### config.mk
export PLATFORM = sky130hd
export DESIGN_NAME = splitmix64_bounded_random_unit
export DESIGN_NICKNAME = d
export VERILOG_FILES = /design/src/design/sm64_pkg.sv /design/src/design/sm64_front.sv /design/src/design/sm64_queue.sv /design/src/design/sm64_back.sv /design/src/design/splitmix64_bounded_random_unit.sv
export SDC_FILE = /design/constraint.sdc
export NUM_CORES = 2
export LEC_CHECK = 0
export ABC_AREA = 1
export BUFFER_PORTS_ARGS = -buffer_cell sky130_fd_sc_hd__buf_2
export CAP_MARGIN = 10
export CORE_MARGIN = 2
export CORE_UTILIZATION = 50
export DETAILED_ROUTE_END_ITERATION = 12
export PLACE_DENSITY = 0.72
export SETUP_SLACK_MARGIN = 0.1
export SLEW_MARGIN = 20
export SYNTH_ARGS = -nofsm -noshare
export SYNTH_HDL_FRONTEND = slang
export SYNTH_HIERARCHICAL = 1
export SYNTH_SLANG_ARGS = --single-unit
### constraint.sdc
create_clock -name clk -period 11.2 [get_ports clk]
set_input_delay 2.8 -clock clk [delete_from_list [all_inputs] [get_ports clk]]
set_output_delay 2.8 -clock clk [all_outputs]
set_load 0.005 [all_outputs]
### src/design/sm64_pkg.sv
// Shared types and constants for the splitmix64 bounded random unit.
package sm64_pkg;

	localparam logic [63:0] GOLDEN_STEP = 64'h9E3779B97F4A7C15;
	localparam logic [63:0] MIX_MUL_A   = 64'hBF58476D1CE4E5B9;
	localparam logic [63:0] MIX_MUL_B   = 64'h94D049BB133111EB;
	localparam int unsigned SHIFT_1     = 30;
	localparam int unsigned SHIFT_2     = 27;
	localparam int unsigned SHIFT_3     = 31;
	localparam int unsigned HALF_W      = 32;

	localparam int unsigned DIV_STEPS   = 64;
	localparam int unsigned DIV_CNT_W   = $clog2(DIV_STEPS);

	localparam logic [2:0] OP_RAW64   = 3'd0;
	localparam logic [2:0] OP_UPPER32 = 3'd1;
	localparam logic [2:0] OP_BOUNDED = 3'd2;
	localparam logic [2:0] OP_RANGE   = 3'd3;
	localparam logic [2:0] OP_CHANCE  = 3'd4;

	localparam logic REG_SEED = 1'b0;

	typedef enum logic [2:0] {
		KIND_CONST,
		KIND_RAW,
		KIND_UPPER,
		KIND_MOD,
		KIND_CHANCE
	} kind_t;

	typedef struct packed {
		kind_t       kind;
		logic [63:0] divisor;
		logic [63:0] operand;
	} entry_t;

	typedef enum logic [2:0] {
		ST_IDLE,
		ST_MIX,
		ST_DIV,
		ST_FIN,
		ST_OUT
	} back_state_t;

endpackage

### src/design/sm64_front.sv
// Request front end: classifies each item into a work entry for the queue.
module sm64_front (
	input  logic               req_valid,
	output logic               req_stall,
	input  logic [2:0]         operation,
	input  logic [63:0]        bound,
	input  logic [63:0]        numerator,
	input  logic signed [63:0] range_low,
	input  logic signed [63:0] range_high,
	input  logic               q_full,
	output logic               q_push,
	output sm64_pkg::entry_t   q_entry
);
	import sm64_pkg::*;

	logic [63:0] span_w;
	logic        range_empty;

	assign req_stall = q_full;
	assign q_push    = req_valid && !q_full;

	assign span_w      = $unsigned(range_high) - $unsigned(range_low) + 64'd1;
	assign range_empty = (range_high <= range_low) || (span_w == 64'd0);

	always_comb begin
		q_entry.kind    = KIND_CONST;
		q_entry.divisor = bound;
		q_entry.operand = 64'd0;
		case (operation)
			OP_RAW64: begin
				q_entry.kind = KIND_RAW;
			end
			OP_UPPER32: begin
				q_entry.kind = KIND_UPPER;
			end
			OP_BOUNDED: begin
				if (bound != 64'd0) begin
					q_entry.kind = KIND_MOD;
				end
			end
			OP_RANGE: begin
				q_entry.operand = $unsigned(range_low);
				q_entry.divisor = span_w;
				if (!range_empty) begin
					q_entry.kind = KIND_MOD;
				end
			end
			OP_CHANCE: begin
				if (bound != 64'd0) begin
					q_entry.kind    = KIND_CHANCE;
					q_entry.operand = numerator;
				end
			end
			default: begin
				q_entry.kind = KIND_CONST;
			end
		endcase
	end

endmodule

### src/design/sm64_queue.sv
// Short queue of work entries between the front end and the generator.
module sm64_queue #(
	parameter int DEPTH = 2
) (
	input  logic             clk,
	input  logic             arst_n,
	input  logic             push,
	input  sm64_pkg::entry_t push_entry,
	input  logic             pop,
	output sm64_pkg::entry_t head,
	output logic             full,
	output logic             empty
);
	import sm64_pkg::*;

	localparam int PtrW = (DEPTH > 1) ? $clog2(DEPTH) : 1;
	localparam int CntW = $clog2(DEPTH + 1);

	entry_t            slot_q [DEPTH];
	logic [PtrW-1:0]   wr_ptr_q;
	logic [PtrW-1:0]   rd_ptr_q;
	logic [CntW-1:0]   count_q;
	logic              do_push;
	logic              do_pop;

	assign full    = (count_q == CntW'(DEPTH));
	assign empty   = (count_q == '0);
	assign do_push = push && !full;
	assign do_pop  = pop && !empty;
	assign head    = slot_q[rd_ptr_q];

	always_ff @(posedge clk or negedge arst_n) begin
		if (!arst_n) begin
			wr_ptr_q <= '0;
			rd_ptr_q <= '0;
			count_q  <= '0;
		end else begin
			if (do_push) begin
				wr_ptr_q <= (wr_ptr_q == PtrW'(DEPTH - 1)) ? '0 : wr_ptr_q + 1'b1;
			end
			if (do_pop) begin
				rd_ptr_q <= (rd_ptr_q == PtrW'(DEPTH - 1)) ? '0 : rd_ptr_q + 1'b1;
			end
			if (do_push && !do_pop) begin
				count_q <= count_q + 1'b1;
			end else if (do_pop && !do_push) begin
				count_q <= count_q - 1'b1;
			end
		end
	end

	always_ff @(posedge clk) begin
		if (do_push) begin
			slot_q[wr_ptr_q] <= push_entry;
		end
	end

`ifndef SYNTHESIS
	a_count_range: assert property (@(posedge clk) disable iff (!arst_n)
		count_q <= CntW'(DEPTH))
		else $error("queue count above depth");
`endif

endmodule

### src/design/sm64_back.sv
// Generator back end: counter, sliced splitmix multiply, remainder divider, result register.
module sm64_back (
	input  logic             clk,
	input  logic             arst_n,
	input  logic             q_empty,
	output logic             q_pop,
	input  sm64_pkg::entry_t q_head,
	input  logic             seed_load,
	input  logic [63:0]      seed_value,
	output logic             rsp_valid,
	input  logic             rsp_stall,
	output logic [63:0]      value,
	output logic             hit
);
	import sm64_pkg::*;

	back_state_t          state_q;
	back_state_t          state_d;
	entry_t               entry_q;
	logic [63:0]          counter_q;
	logic [63:0]          x_q;
	logic [63:0]          acc_q;
	logic [63:0]          prod_q;
	logic [1:0]           mstep_q;
	logic                 pass_q;
	logic [63:0]          rem_q;
	logic [63:0]          dividend_q;
	logic [DIV_CNT_W-1:0] div_cnt_q;
	logic [63:0]          value_q;
	logic                 hit_q;

	logic [63:0]          counter_next;
	logic [63:0]          mul_const;
	logic [31:0]          mul_a;
	logic [31:0]          mul_b;
	logic [63:0]          mul_p;
	logic [63:0]          mul_fin;
	logic [63:0]          mixed;
	logic                 mix_last;
	logic [64:0]          trial;
	logic [64:0]          diff;
	logic                 div_last;

	assign counter_next = counter_q + GOLDEN_STEP;
	assign mul_const    = pass_q ? MIX_MUL_B : MIX_MUL_A;

	always_comb begin
		case (mstep_q)
			2'd1: begin
				mul_a = x_q[63:32];
				mul_b = mul_const[31:0];
			end
			2'd2: begin
				mul_a = x_q[31:0];
				mul_b = mul_const[63:32];
			end
			default: begin
				mul_a = x_q[31:0];
				mul_b = mul_const[31:0];
			end
		endcase
	end

	assign mul_p    = {32'd0, mul_a} * {32'd0, mul_b};
	assign mul_fin  = acc_q + {prod_q[HALF_W-1:0], 32'd0};
	assign mixed    = mul_fin ^ (mul_fin >> SHIFT_3);
	assign mix_last = (mstep_q == 2'd3) && pass_q;

	assign trial    = {rem_q, dividend_q[63]};
	assign diff     = trial - {1'b0, entry_q.divisor};
	assign div_last = (div_cnt_q == DIV_CNT_W'(DIV_STEPS - 1));

	always_ff @(posedge clk or negedge arst_n) begin
		if (!arst_n) begin
			state_q <= ST_IDLE;
		end else begin
			state_q <= state_d;
		end
	end

	always_comb begin
		state_d = state_q;
		q_pop   = 1'b0;
		case (state_q)
			ST_IDLE: begin
				if (!q_empty) begin
					q_pop   = 1'b1;
					state_d = (q_head.kind == KIND_CONST) ? ST_OUT : ST_MIX;
				end
			end
			ST_MIX: begin
				if (mix_last) begin
					if (entry_q.kind == KIND_RAW || entry_q.kind == KIND_UPPER) begin
						state_d = ST_OUT;
					end else begin
						state_d = ST_DIV;
					end
				end
			end
			ST_DIV: begin
				if (div_last) begin
					state_d = ST_FIN;
				end
			end
			ST_FIN: begin
				state_d = ST_OUT;
			end
			ST_OUT: begin
				if (!rsp_stall) begin
					state_d = ST_IDLE;
				end
			end
			default: begin
				state_d = ST_IDLE;
			end
		endcase
	end

	always_ff @(posedge clk or negedge arst_n) begin
		if (!arst_n) begin
			counter_q <= 64'd0;
			mstep_q   <= 2'd0;
			pass_q    <= 1'b0;
			div_cnt_q <= '0;
		end else begin
			if (seed_load) begin
				counter_q <= seed_value;
			end else if (state_q == ST_IDLE && !q_empty && q_head.kind != KIND_CONST) begin
				counter_q <= counter_next;
			end
			case (state_q)
				ST_IDLE: begin
					mstep_q   <= 2'd0;
					pass_q    <= 1'b0;
					div_cnt_q <= '0;
				end
				ST_MIX: begin
					mstep_q <= mstep_q + 2'd1;
					if (mstep_q == 2'd3) begin
						pass_q <= 1'b1;
					end
				end
				ST_DIV: begin
					div_cnt_q <= div_cnt_q + 1'b1;
				end
				default: begin
					div_cnt_q <= '0;
				end
			endcase
		end
	end

	always_ff @(posedge clk) begin
		case (state_q)
			ST_IDLE: begin
				entry_q <= q_head;
				x_q     <= counter_next ^ (counter_next >> SHIFT_1);
				value_q <= q_head.operand;
				hit_q   <= 1'b0;
			end
			ST_MIX: begin
				prod_q <= mul_p;
				case (mstep_q)
					2'd1: acc_q <= prod_q;
					2'd2: acc_q <= mul_fin;
					default: acc_q <= acc_q;
				endcase
				if (mstep_q == 2'd3 && !pass_q) begin
					x_q <= mul_fin ^ (mul_fin >> SHIFT_2);
				end
				if (mix_last) begin
					value_q    <= (entry_q.kind == KIND_UPPER) ? (mixed >> HALF_W) : mixed;
					dividend_q <= mixed;
					rem_q      <= 64'd0;
				end
			end
			ST_DIV: begin
				dividend_q <= dividend_q << 1;
				rem_q      <= diff[64] ? trial[63:0] : diff[63:0];
			end
			ST_FIN: begin
				if (entry_q.kind == KIND_CHANCE) begin
					value_q <= 64'd0;
					hit_q   <= (rem_q < entry_q.operand);
				end else begin
					value_q <= entry_q.operand + rem_q;
					hit_q   <= 1'b0;
				end
			end
			default: begin
				value_q <= value_q;
			end
		endcase
	end

	assign rsp_valid = (state_q == ST_OUT);
	assign value     = value_q;
	assign hit       = hit_q;

`ifndef SYNTHESIS
	a_counter_hold: assert property (@(posedge clk) disable iff (!arst_n)
		(state_q == ST_OUT && !seed_load) |=> $stable(counter_q))
		else $error("counter moved while result waits");
	a_rem_below_divisor: assert property (@(posedge clk) disable iff (!arst_n)
		(state_q == ST_FIN) |-> (rem_q < entry_q.divisor))
		else $error("remainder not below divisor");
	a_no_mix_for_const: assert property (@(posedge clk) disable iff (!arst_n)
		(state_q == ST_MIX) |-> (entry_q.kind != KIND_CONST))
		else $error("draw started for constant item");
`endif

endmodule

### src/design/splitmix64_bounded_random_unit.sv
// Top level of the splitmix64 bounded random unit: seed register, front end, queue, generator.
//
//  channel  | handshake          | payload
//  ---------+--------------------+---------------------------------------------------
//  request  | req_valid/req_stall| operation, bound, numerator, range_low, range_high
//  response | rsp_valid/rsp_stall| value, hit
//  config   | APB, pready tied 1 | seed at byte address 0 (64-bit data)
//
// Per item, from queue head to result: items with no draw go straight to the result register;
// raw64 and upper32 pass through the sliced 32x32 multiplies of the mix; bounded, range and chance
// then also pass through the 64-step restoring remainder divider.
// Reset clears counter, seed, queue and state; no clearing pass.
// The queue keeps taking items while a result waits on rsp_stall, until it is full.
module splitmix64_bounded_random_unit #(
	parameter int QUEUE_DEPTH = 2
) (
	input  logic               clk,
	input  logic               arst_n,
	input  logic               req_valid,
	output logic               req_stall,
	input  logic [2:0]         operation,
	input  logic [63:0]        bound,
	input  logic [63:0]        numerator,
	input  logic signed [63:0] range_low,
	input  logic signed [63:0] range_high,
	output logic               rsp_valid,
	input  logic               rsp_stall,
	output logic [63:0]        value,
	output logic               hit,
	input  logic               psel,
	input  logic               penable,
	input  logic               pwrite,
	input  logic [3:0]         paddr,
	input  logic [63:0]        pwdata,
	output logic [63:0]        prdata,
	output logic               pready
);
	import sm64_pkg::*;

	logic [63:0] seed_q;
	logic        seed_load;
	logic        q_full;
	logic        q_empty;
	logic        q_push;
	logic        q_pop;
	entry_t      q_entry;
	entry_t      q_head;

	assign pready    = 1'b1;
	assign seed_load = psel && penable && pwrite && (paddr[3] == REG_SEED);
	assign prdata    = (paddr[3] == REG_SEED) ? seed_q : 64'd0;

	always_ff @(posedge clk or negedge arst_n) begin
		if (!arst_n) begin
			seed_q <= 64'd0;
		end else if (seed_load) begin
			seed_q <= pwdata;
		end
	end

	sm64_front u_front (
		.req_valid  (req_valid),
		.req_stall  (req_stall),
		.operation  (operation),
		.bound      (bound),
		.numerator  (numerator),
		.range_low  (range_low),
		.range_high (range_high),
		.q_full     (q_full),
		.q_push     (q_push),
		.q_entry    (q_entry)
	);

	sm64_queue #(
		.DEPTH (QUEUE_DEPTH)
	) u_queue (
		.clk        (clk),
		.arst_n     (arst_n),
		.push       (q_push),
		.push_entry (q_entry),
		.pop        (q_pop),
		.head       (q_head),
		.full       (q_full),
		.empty      (q_empty)
	);

	sm64_back u_back (
		.clk        (clk),
		.arst_n     (arst_n),
		.q_empty    (q_empty),
		.q_pop      (q_pop),
		.q_head     (q_head),
		.seed_load  (seed_load),
		.seed_value (pwdata),
		.rsp_valid  (rsp_valid),
		.rsp_stall  (rsp_stall),
		.value      (value),
		.hit        (hit)
	);

endmodule
==> results.md <==
* Row count at 161
* Hold path start: seed_q[42]
* Root Driver: clkbuf_16
* CP Class: reg2reg
* Detailed Routing Iterations Pass 1 at 9
* FMAX at 103 MHz
* Worst min path class: reg2reg
* P&R area growth vs syn at 8.75%
* FF-to-FF End: u_back/prod_q[60]
* R2R setup slack at 1.50 ns
* DR WL/cell at 26.9 um
* Ys flop type: edfxtp_1
* Syn Area/Cell at 7.50 um2
* Hold buffer count at CTS at 0
* Vias in the first global route at 84462
* Post-DR vias/cell at 5.62
* Final setup vio count at 0
* Yosys cell types at 61
* Tot GR Track Use at 43.1%
* Number of synthesized flops with an enable pin at 778
* Later-pin clock latency in the skew report at 0.80 ns
* Clock buffer depth at 3
* H-tree depth at 3
* GR Overflow Total at 0
* Synth area leaders: edfxtp_1, fa_1, nand2_1
* CTS tree: done
* First DRT Iteration DRCs at 11962
* Final Skew at 0.0807 ns
* Share of layout cells above drive strength 1 at 6.92%
* Worst-Margin Slew at 1.13 ns
* R2R cell count at 31
* Critical path required time at 11.66 ns
* Setup TNS at 0 ns
* Largest net degree at the start of global routing at 93
* Hold depth at 2
* Final core occ at 54.8%
* CP max stage cell: inv_1
* CTS buffer count at 101
* Clock sinks at 922
* Post-route ant nets at 0
* Hold Fails Final Rpt at 0
* Register area share after synthesis at 27.8%
* Final Wtd Congestion at 1.12
* Max-slew headroom at 24.5%
* Total number of vias at 89904
* Setup Fix Bufs, Post-CTS at 0
* Post-Syn Area at 0.0971 mm2
* Global-route wire length before repair at 604000 um
* Post-DP HPWL at 367000 um
* Width of the die at 445 um
* Number of top-level pins at 466
* Die area at 0.198 mm2
* Outcome: completed
* Crit-path max FO at 22
* Initial antenna violation count at 34
* Initial Util at 50.4%
* Period utilization at 86.6%
* Arrival time worst endpoint at 10.16 ns
* Routed WL at 431000 um
* Chip height at 445 um
* Mapped Cells at 12954
* Core box area at 0.193 mm2
* # resized after CTS at 0
* #FFs+latches synth at 922
* Ys Warns at 6
* Min Clock Period, post-route at 9.70 ns
* Yosys top cell area share at 24.1%
* Hold worst-path end: seed_q[42]
* Top post-synthesis cells by count: nand2_1, inv_1, nor2_1, fa_1, edfxtp_1
* Worst reg2reg startpoint: u_back/mstep_q[0]
* Slew Limit Fails at 0
* Most common cell in the netlist: nand2_1
* Final nets at 15242
* Setup crit end kind: register
* Type of origin of the critical path: register
* DR DRC count at 0
* Clock-pin slew on the worst setup and hold paths at 0.06 ns
* Slowest stage delay, CP at 0.68 ns
* Worst path most repeated cell: fa_1
* Max-cap violation count at 0
* RSZ-0062 raised after global routing: false
* Synth area leader: edfxtp_1
* IO buf count at 461
* Syn Nets at 14832
* FFs w/ async S/R, synth at 15.6%
-- worst max-delay path by stage --
stage                      start                   end  cells after the start
6_report       u_back/mstep_q[0]     u_back/prod_q[60]                     31
5_1_grt        u_back/mstep_q[0]     u_back/prod_q[60]                     31
4_1_cts        u_back/mstep_q[0]     u_back/prod_q[60]                     31
3_3_place_gp   u_back/mstep_q[1]     u_back/prod_q[61]                     28
3_5_place_dp   u_back/mstep_q[1]     u_back/prod_q[61]                     28
2_1_floorplan  u_back/state_q[2]  u_back/dividend_q[0]                      6
-- cell type report --
type,count,area [um2]
diodes,13,32.5
clock buffers,121,2630
clock inverters,67,719
fillers,19228,87200
inverters,2751,10300
multi-input cells,9004,58500
flip-flops and latches,922,27000
well taps,2526,3160
repair buffers,584,3240
-- cells in the final DEF (no fill, tap or decap), types with 37 or more instances in the layout --
cell and count:
o21ai_0 399, dfrtp_1 142, edfxtp_1 778, nor2_2 39, clkbuf_16 101, ha_1 720
fa_1 822, nand3b_1 50, o21bai_1 65, buf_2 460, o21ai_1 53, nor3_1 93
inv_1 2696, nor2_1 1304, a21oi_1 369, xor2_1 163, buf_4 123, nand2_1 3774
nand3_1 723, o211ai_1 37, nand4_1 91
-- kinds of logic after synthesis --
kind of cell	Yosys count	share of synthesized area, %
AND/OR/NAND/NOR	6207	26.0
buffers and inverters	3028	12.1
XOR/XNOR	186	1.68
flip-flops	922	27.8
adder cells (fa/ha/maj)	1544	26.2
AO/OA/AOI/OAI	1066	6.16
other	1	0.00386
-- flip-flops by register name, indices dropped and copies added (netlist names) --
register           count
u_queue/slot_q       262
u_back/entry_q       131
seed_q                64
u_back/acc_q          64
u_back/counter_q      64
u_back/dividend_q     64
u_back/prod_q         64
u_back/rem_q          64
u_back/value          64
u_back/x_q            64
u_back/div_cnt_q       6
u_back/state_q         3
u_back/mstep_q         2
u_queue/count_q        2
u_back/hit             1
u_back/pass_q          1
u_queue/rd_ptr_q       1
u_queue/wr_ptr_q       1
-- metrics by stage --
stage	std cells	hold slack (ns)	cell area [um2]	setup WS, ns
after floorplan	12954	0.442	97100	0.246
after global placement	15787	0.454	102000	1.87
after detailed placement	15787	0.458	102000	1.83
after CTS	15975	0.472	106000	1.76
after global routing	15976	0.492	106000	1.26
final	15988	0.467	106000	1.50
-- worst max-delay path, delay by kind of cell (launching register included) --
kind	cells	cell delay, ns
adders and majority gates	10	5.16
AOI/OAI and AO/OA	4	0.98
DFF	1	0.42
and+or+nand+nor	8	0.92
buffers and inverters	9	1.90
-- layer usage --
layer	vias to the layer above	wire length, um	GRT usage, %
li1	40812	-	-
met1	43028	172000	59.0
met2	5228	178000	62.2
met3	816	52200	11.3
met4	20	29000	23.8
met5	-	147	0
Power is left out: the tool's default activity adds up to more than one toggle a clock period on the data nets, which glitch-free logic cannot reach.
